$ cat src/sv/multi_channel_input_debouncer_top_assert.svh
// assertion macros for the multi-channel input debouncer
`ifndef MULTI_CHANNEL_INPUT_DEBOUNCER_TOP_ASSERT_SVH
`define MULTI_CHANNEL_INPUT_DEBOUNCER_TOP_ASSERT_SVH

`ifndef SYNTH
// property that holds in the same cycle
`define MCID_ASSERT(lbl, expr, msg) \
	lbl: assert property (@(posedge clk) disable iff (!arst_n) (expr)) else $error(msg);
// property whose consequent holds in the cycle after the antecedent
`define MCID_ASSERT_NEXT(lbl, ante, cons, msg) \
	lbl: assert property (@(posedge clk) disable iff (!arst_n) (ante) |=> (cons)) \
		else $error(msg);
`else
`define MCID_ASSERT(lbl, expr, msg)
`define MCID_ASSERT_NEXT(lbl, ante, cons, msg)
`endif

`endif

$ cat src/sv/mcid_pkg.sv
// shared types and constants of the multi-channel input debouncer
package mcid_pkg;

	localparam int CHANNELS    = 4;
	localparam int CHAN_IDX_W  = (CHANNELS > 1) ? $clog2(CHANNELS) : 1;
	localparam int CHAN_NUM_W  = 3;
	localparam int MASK_W      = 4;
	localparam int LEVELS_W    = 4;
	localparam int TIME_W      = 32;
	localparam int DEB_W       = 16;
	localparam int CFG_IDX_W   = 2;
	localparam int CFG_DATA_W  = 16;
	localparam int S_TDATA_W   = 40;
	localparam int M_TDATA_W   = 8;

	localparam logic [MASK_W-1:0] ENABLE_RESET     = 4'd0;
	localparam logic [MASK_W-1:0] ACTIVE_LOW_RESET = 4'd15;
	localparam logic [DEB_W-1:0]  DEBOUNCE_RESET   = 16'd30;

	// configuration register indexes
	typedef enum logic [CFG_IDX_W-1:0] {
		CFG_ENABLE     = 2'd0,
		CFG_ACTIVE_LOW = 2'd1,
		CFG_DEBOUNCE   = 2'd2
	} cfg_idx_t;

	// item kinds carried in tuser
	typedef enum logic {
		CMD_POLL = 1'b0,
		CMD_SEED = 1'b1
	} cmd_t;

	// one pending change result of a channel
	typedef struct packed {
		logic level_high;
		logic is_active;
		logic active_changed;
	} res_t;

endpackage

$ cat src/sv/multi_channel_input_debouncer_top.sv
// multi-channel input debouncer: input register, single-pass update, result drain
// datapath: an accepted item is decoded from the input register, its changes enter the
// queue register and then the output register, where a receiver stall can hold them
// throughput: one item per cycle while items raise no change; an item raising changes holds
// the update stage until its last change is loaded, so receiver stalls hold the next item too
// reset: arst_n clears channel state, queue and valid flags and loads register defaults
module multi_channel_input_debouncer_top (
	input  logic                               clk,
	input  logic                               arst_n,
	// input items
	input  logic                               s_tvalid,
	output logic                               s_tready,
	input  logic [mcid_pkg::S_TDATA_W-1:0]     s_tdata,  // levels[3:0], now_ms[35:4], zero pad
	input  logic                               s_tuser,  // cmd: 0 poll, 1 seed
	// result items
	output logic                               m_tvalid,
	input  logic                               m_tready,
	output logic [mcid_pkg::M_TDATA_W-1:0]     m_tdata,  // channel[2:0], level_high[3],
	                                                     // is_active[4], active_changed[5], pad
	output logic                               m_tlast,  // last change raised by this poll
	// configuration writes
	input  logic                               cfg_valid,
	output logic                               cfg_ready,
	input  logic [mcid_pkg::CFG_IDX_W-1:0]     cfg_index,
	input  logic [mcid_pkg::CFG_DATA_W-1:0]    cfg_data
);
	import mcid_pkg::*;

	// configuration registers
	logic [MASK_W-1:0] enable_q;
	logic [MASK_W-1:0] active_low_q;
	logic [DEB_W-1:0]  debounce_q;

	// input register stage
	logic                valid_s1;
	logic                cmd_s1;
	logic [LEVELS_W-1:0] levels_s1;
	logic [TIME_W-1:0]   now_s1;

	// per-channel debounce state
	logic [CHANNELS-1:0] stable_q;
	logic [CHANNELS-1:0] active_q;
	logic [CHANNELS-1:0] cand_q;
	logic [TIME_W-1:0]   since_q [CHANNELS];

	// change results waiting to drain, one slot per channel
	logic [CHANNELS-1:0] pend_q;
	res_t                res_q [CHANNELS];

	// output register
	logic                  out_valid_q;
	logic [M_TDATA_W-1:0]  out_data_q;
	logic                  out_last_q;

	// per-channel decode of the item in the input register
	logic [CHANNELS-1:0] lvl;
	logic [CHANNELS-1:0] act;
	logic [CHANNELS-1:0] fire;

	// drain selection
	logic [CHAN_IDX_W-1:0] sel_idx;
	logic [CHANNELS-1:0]   sel_bit;
	logic [CHANNELS-1:0]   pend_rest;
	logic [CHANNELS-1:0]   pend_clear;
	logic                  out_free;
	logic                  out_load;
	logic                  adv_s1;

	assign cfg_ready = 1'b1;

	always_ff @(posedge clk or negedge arst_n) begin
		if (!arst_n) begin
			enable_q     <= ENABLE_RESET;
			active_low_q <= ACTIVE_LOW_RESET;
			debounce_q   <= DEBOUNCE_RESET;
		end else if (cfg_valid) begin
			case (cfg_index)
				CFG_ENABLE:     enable_q     <= cfg_data[MASK_W-1:0];
				CFG_ACTIVE_LOW: active_low_q <= cfg_data[MASK_W-1:0];
				CFG_DEBOUNCE:   debounce_q   <= cfg_data[DEB_W-1:0];
				default: ;  // writes beyond the register list are dropped
			endcase
		end
	end

	// input stage empties when its item is processed
	assign s_tready = !valid_s1 || adv_s1;

	always_ff @(posedge clk or negedge arst_n) begin
		if (!arst_n) begin
			valid_s1 <= 1'b0;
		end else if (s_tready) begin
			valid_s1 <= s_tvalid;
		end
	end

	always_ff @(posedge clk) begin
		if (s_tvalid && s_tready) begin
			cmd_s1    <= s_tuser;
			levels_s1 <= s_tdata[LEVELS_W-1:0];
			now_s1    <= s_tdata[LEVELS_W +: TIME_W];
		end
	end

	// an enabled channel fires on a poll when its level matched the candidate long enough
	// and differs from the stable level
	always_comb begin
		for (int i = 0; i < CHANNELS; i++) begin
			lvl[i]  = levels_s1[i];
			act[i]  = active_low_q[i] ? ~levels_s1[i] : levels_s1[i];
			fire[i] = (cmd_s1 == CMD_POLL) && enable_q[i] && (lvl[i] == cand_q[i])
			          && (lvl[i] != stable_q[i])
			          && ((now_s1 - since_q[i]) >= {{(TIME_W-DEB_W){1'b0}}, debounce_q});
		end
	end

	// lowest pending channel goes out first
	always_comb begin
		sel_idx = '0;
		sel_bit = '0;
		for (int i = CHANNELS - 1; i >= 0; i--) begin
			if (pend_q[i]) begin
				sel_idx = CHAN_IDX_W'(i);
			end
		end
		sel_bit[sel_idx] = pend_q[sel_idx];
	end

	assign pend_rest  = pend_q & ~sel_bit;
	assign out_free   = !out_valid_q || m_tready;
	assign out_load   = (pend_q != '0) && out_free;
	assign pend_clear = out_load ? pend_rest : pend_q;
	// the next item is processed once the queue empties, possibly in this very cycle
	assign adv_s1     = valid_s1 && (pend_clear == '0);

	always_ff @(posedge clk or negedge arst_n) begin
		if (!arst_n) begin
			stable_q <= '0;
			active_q <= '0;
			cand_q   <= '0;
			pend_q   <= '0;
			for (int i = 0; i < CHANNELS; i++) begin
				since_q[i] <= '0;
			end
		end else begin
			pend_q <= adv_s1 ? fire : pend_clear;
			if (adv_s1) begin
				for (int i = 0; i < CHANNELS; i++) begin
					if (cmd_s1 == CMD_SEED) begin
						if (enable_q[i]) begin
							stable_q[i] <= lvl[i];
							active_q[i] <= act[i];
							cand_q[i]   <= lvl[i];
							since_q[i]  <= now_s1;
						end else begin
							// disabled on seed: levels cleared, timestamp kept
							stable_q[i] <= 1'b0;
							active_q[i] <= 1'b0;
							cand_q[i]   <= 1'b0;
						end
					end else if (enable_q[i]) begin
						if (lvl[i] != cand_q[i]) begin
							cand_q[i]  <= lvl[i];
							since_q[i] <= now_s1;
						end else if (fire[i]) begin
							stable_q[i] <= lvl[i];
							active_q[i] <= act[i];
						end
					end
				end
			end
		end
	end

	// result payload per channel, read by the drain before it is overwritten
	always_ff @(posedge clk) begin
		for (int i = 0; i < CHANNELS; i++) begin
			if (adv_s1 && fire[i]) begin
				res_q[i].level_high     <= lvl[i];
				res_q[i].is_active      <= act[i];
				res_q[i].active_changed <= act[i] ^ active_q[i];
			end
		end
	end

	// output register, refilled while the consumer takes the current item
	always_ff @(posedge clk or negedge arst_n) begin
		if (!arst_n) begin
			out_valid_q <= 1'b0;
		end else if (out_free) begin
			out_valid_q <= (pend_q != '0);
		end
	end

	always_ff @(posedge clk) begin
		if (out_load) begin
			out_data_q <= {{(M_TDATA_W - CHAN_NUM_W - 3){1'b0}},
			               res_q[sel_idx].active_changed,
			               res_q[sel_idx].is_active,
			               res_q[sel_idx].level_high,
			               CHAN_NUM_W'(sel_idx) + CHAN_NUM_W'(1)};
			out_last_q <= (pend_rest == '0);
		end
	end

	assign m_tvalid = out_valid_q;
	assign m_tdata  = out_data_q;
	assign m_tlast  = out_last_q;

	`include "multi_channel_input_debouncer_top_assert.svh"

	// channel number of a shown result is always a real channel
	`MCID_ASSERT(a_chan_range, !out_valid_q || ((out_data_q[CHAN_NUM_W-1:0] != '0) && (out_data_q[CHAN_NUM_W-1:0] <= CHAN_NUM_W'(CHANNELS))), "result channel out of range")
	// a result loaded without last leaves further changes queued
	`MCID_ASSERT_NEXT(a_more_after_notlast, out_load && (pend_rest != '0), pend_q != '0, "queue empty after a non-last result")
	// a seed item never queues a result
	`MCID_ASSERT_NEXT(a_seed_silent, adv_s1 && (cmd_s1 == CMD_SEED), pend_q == '0, "seed item queued a result")
	// a stalled input side means an item is waiting behind queued results
	`MCID_ASSERT(a_stall_cause, s_tready || (valid_s1 && (pend_q != '0)), "input stalled with nothing queued")

endmodule

$ cat config.mk
export PLATFORM = sky130hd
export DESIGN_NAME = multi_channel_input_debouncer_top
export DESIGN_NICKNAME = d
export VERILOG_FILES = /design/src/sv/mcid_pkg.sv /design/src/sv/multi_channel_input_debouncer_top.sv
export VERILOG_INCLUDE_DIRS = /design/src /design/src/sv
export SDC_FILE = /design/constraint.sdc
export NUM_CORES = 1
export LEC_CHECK = 0
export BUFFER_PORTS_ARGS = -buffer_cell sky130_fd_sc_hd__buf_2
export CELL_PAD_IN_SITES_DETAIL_PLACEMENT = 2
export CELL_PAD_IN_SITES_GLOBAL_PLACEMENT = 2
export CORE_MARGIN = 2
export CORE_UTILIZATION = 40
export DETAILED_ROUTE_END_ITERATION = 7
export PLACE_DENSITY_LB_ADDON = 0.2
export SYNTH_ARGS = -nofsm -noshare
export SYNTH_HDL_FRONTEND = slang
export SYNTH_SLANG_ARGS = --single-unit
$ cat constraint.sdc
create_clock -name clk -period 11.4 [get_ports clk]
set_input_delay 2.28 -clock clk [delete_from_list [all_inputs] [get_ports clk]]
set_output_delay 2.28 -clock clk [all_outputs]
set_load 0.01 [all_outputs]
==> results_dict.tcl <==
set metrics [dict create \
    status "finished clean" \
    fp.dieW_um 215.9 \
    gr-total-overflow 0 \
    clockBufferDepth 3 \
    async_flop_share 0.7522 \
    cts.sinks 226 \
    yosysUniqueCellTypes 97 \
    tightest_slew_ns 1.195 \
    power_frac_comb 0.662 \
    fin_area_um2 19890 \
    critical_path.max_stage_delay_ns 0.56 \
    finalWeightedCongestion 0.8678 \
    synth_warnings 0 \
    worstSkewPairLatency_ns 0.59 \
    die_h_um 215.9 \
    timing.hold.ws_ns 0.4977 \
    fmax_mhz 164.1 \
    antenna_found_initial 0 \
    global_route.usage.met1 0.3083 \
    worstPathCellList "ha_1 > o21a_1 > o31a_1 > o21ai_0 > nand2_1 > a21boi_0 > o21ai_0 > nand3_1 > nand2_1 > a21o_1 > a21oi_1 > xnor2_1 > ha_1 > a21oi_1 > nor2_1 > a2111oi_2 > nand4_1 > or3_1 > a2111oi_4 > nand4_1 > or4_4 > nor4_1 > nor2_1 > a21o_1" \
    rows 77 \
    post-place-ws_ns 5.358 \
    cp_max_fo 8 \
    fin_crit_ns 6.093 \
    cts_resized 0 \
    mostFrequentLayoutCells "ha_1 (190), inv_1 (176), nand2_1 (173)" \
    synth_area_um2 17970 \
    ys_seq_area_frac 0.3309 \
    hold_end "since_q[32]" \
    synth_area_per_cell_um2 9.101 \
    drive_above_1_share 0.1461 \
    syn_to_final_growth_pct 10.72 \
    p_clk_frac 0.139 \
    io_pins 76 \
    synthCells 1974 \
    grt_max_degree 61 \
    min_from "since_q[32]" \
    grt_util_met2 0.4632 \
    grt_pass1_vias 17060 \
    n_antenna_cell 0 \
    via_per_inst 5.752 \
    worstSetupPathType "reg2reg" \
    cp_slowest_cell "edfxtp_1" \
    drcViolationCount 0 \
    drt-total-wl_um 58970 \
    vias 15170 \
    max_cap_viol_count 0 \
    place_hpwl_um 46290 \
    first_iter_violations 629 \
    first_pass_iters 5 \
    numCtsBuffers 30 \
    power_frac_seq 0.198 \
    hold_path_class "reg2reg" \
    relSlewSlack 0.2010 \
    r2r-end "pend_q[0]" \
    post_drt_wl_per_cell_um 22.35 \
    ys_ff_latch 226 \
    cts.clk_slew.worst_paths_ns 0.06 \
    holdPathStages 2 \
    grt.busiest_layer "met2" \
    initial_utilization 0.4054 \
    ys.flop_type "dfrtp_1" \
    grt_util_all_layers 0.2543 \
    reg2regPathDepth 24 \
    htreeDepth 1 \
    fin_ws_ns 5.307 \
    worstPathBufferInverterCount 0 \
    yosys.area.top_type "dfrtp_1" \
    core_um2 44320 \
    clock-root-buffer "clkbuf_16" \
    vdd_drop_max_mv 0.1476 \
    synth_top_area_share 0.2256 \
    worstSetupEndpointType "flip-flop" \
    slew_violations 0 \
    fin_crit_sh 0.5345 \
    post_dp_cell_area_um2 18890 \
    switching_share 0.4814 \
    internal-power_mw 3.619 \
    finalHoldViolCount 0 \
    cts_setup_buffers 0 \
    synthTopCellsByArea "dfrtp_1 (23%), ha_1 (13%), edfxtp_1 (9.4%), mux2_2 (7.5%), a21oi_1 (4.1%)" \
    r2r_slack_ns 5.31 \
    grt_pass1_wl_um 94220 \
    final_common_cell "ha_1" \
    use_met3 0.03763 \
    numPortBuffers 68 \
    path_delay_family "compound AO/OA/AOI/OAI gates" \
    dieArea_um2 46630 \
    cp.arrival_ns 6.56 \
    critPathLaunchType "flip-flop" \
    powerDensity_nw_per_um2 350.8 \
    reg2reg_from "now_s1[2]" \
    cts_tree "yes" \
    ant_nets 0 \
    setup_violations 0 \
    fin_worst_skew_ns 0.01512 \
    fin_tns_setup_ns 0 \
    p_leak_nw 8.951 \
    switching_power_mw 3.359 \
    required_ns 11.87 \
    nets 2280 \
    cts.hold.buffers_added 0 \
    synth_edf_count 56 \
    grt_setup_unrepaired "no" \
]
-- through the flow --
stage	total power, mW	cells	util
after global routing	7.631	2638	0.4488
final	6.978	2638	0.4488
after CTS	7.046	2638	0.4488
after detailed placement	6.001	2582	0.4261
after floorplan	4.717	1975	-
after global placement	5.733	2582	0.4261
-- synthesized netlist by cell type (7+ instances only) --
master,number
a21oi_1,146
nand4_1,30
nand2b_1,28
o2111ai_1,7
nor4_1,7
a211oi_1,24
o21ai_1,13
o21bai_1,15
dfrtp_1,162
ha_1,190
inv_1,176
a21o_1,65
o211ai_1,15
nor2_1,107
mux2_2,120
xor2_1,39
or3_1,13
a31oi_1,18
nand2_1,173
o21ai_0,124
buf_2,17
xnor2_1,46
and3_1,18
o21a_1,30
nand3_1,49
nor2b_1,24
and2_1,11
dfstp_2,8
clkbuf_1,46
edfxtp_1,56
mux2i_1,18
and4_1,7
o31ai_1,9
nor3_1,29
-- registers in the layout (all words and copies together), names as in the netlist, 4 cells and up --
name          flops
res_q            12
since_q         128
m_tdata           6
active_low_q      4
now_s1           32
active_q          4
cand_q            4
pend_q            4
levels_s1         4
stable_q          4
enable_q          4
debounce_q       16
-- cells by family (layout without fill, tap and decap cells) --
family / Yosys count / in the layout / share of synthesized area
and+or+nand+nor: 531 / 531 / 0.1458
DFF: 226 / 226 / 0.3309
adders and majority gates: 195 / 195 / 0.1373
muxes: 141 / 141 / 0.08900
xor gates and xnor gates: 86 / 86 / 0.04234
other: 2 / 3 / 0.0004180
buffers and inverters: 245 / 316 / 0.05383
AOI/OAI and AO/OA: 548 / 548 / 0.2003
-- routing by layer --
| metal | routed length, um | vias to the layer above |
|---|---|---|
| met4 | 1955 | 0 |
| met3 | 2025 | 84 |
| met1 | 25360 | 7667 |
| met2 | 29630 | 188 |
| li1 | - | 7234 |
| met5 | 0 | - |
-- worst max path at each step --
stage	cells after the start	slack, ns	start	endpoint
4_1_cts	24	5.30	now_s1[2]	pend_q[0]
3_5_place_dp	24	5.36	now_s1[1]	active_q[0]
3_3_place_gp	24	5.38	now_s1[1]	pend_q[0]
6_report	24	5.31	now_s1[2]	pend_q[0]
5_1_grt	24	4.89	now_s1[2]	stable_q[0]
2_1_floorplan	3	6.02	m_tready	s_tready
-- tightest hold or removal path, cell delays in order (launching register included) --
cell and delay [ns]:
dfrtp_1 0.35, nand2_1 0.05, o21ai_0 0.06
-- power by group through the flow --
stage	Clock, mW	Sequential (mW)	Combinational [mW]
2_1_floorplan	0	1.32	3.40
3_3_place_gp	0	1.37	4.37
3_5_place_dp	0	1.40	4.60
4_1_cts	1.00	1.39	4.66
5_1_grt	1.02	1.43	5.18
6_report	0.971	1.38	4.62
-- cell type report --
type,count,area [um2]
Inverter,177,664.4
Clock inverter,16,166.4
Sequential cell,226,5946
Multi-Input combinational cell,1504,11080
Tap cell,592,740.7
Timing Repair Buffer,83,459.2
Clock buffer,40,839.6
Fill cell,4858,24430
Note: power is estimated with default switching activity, not from simulation.
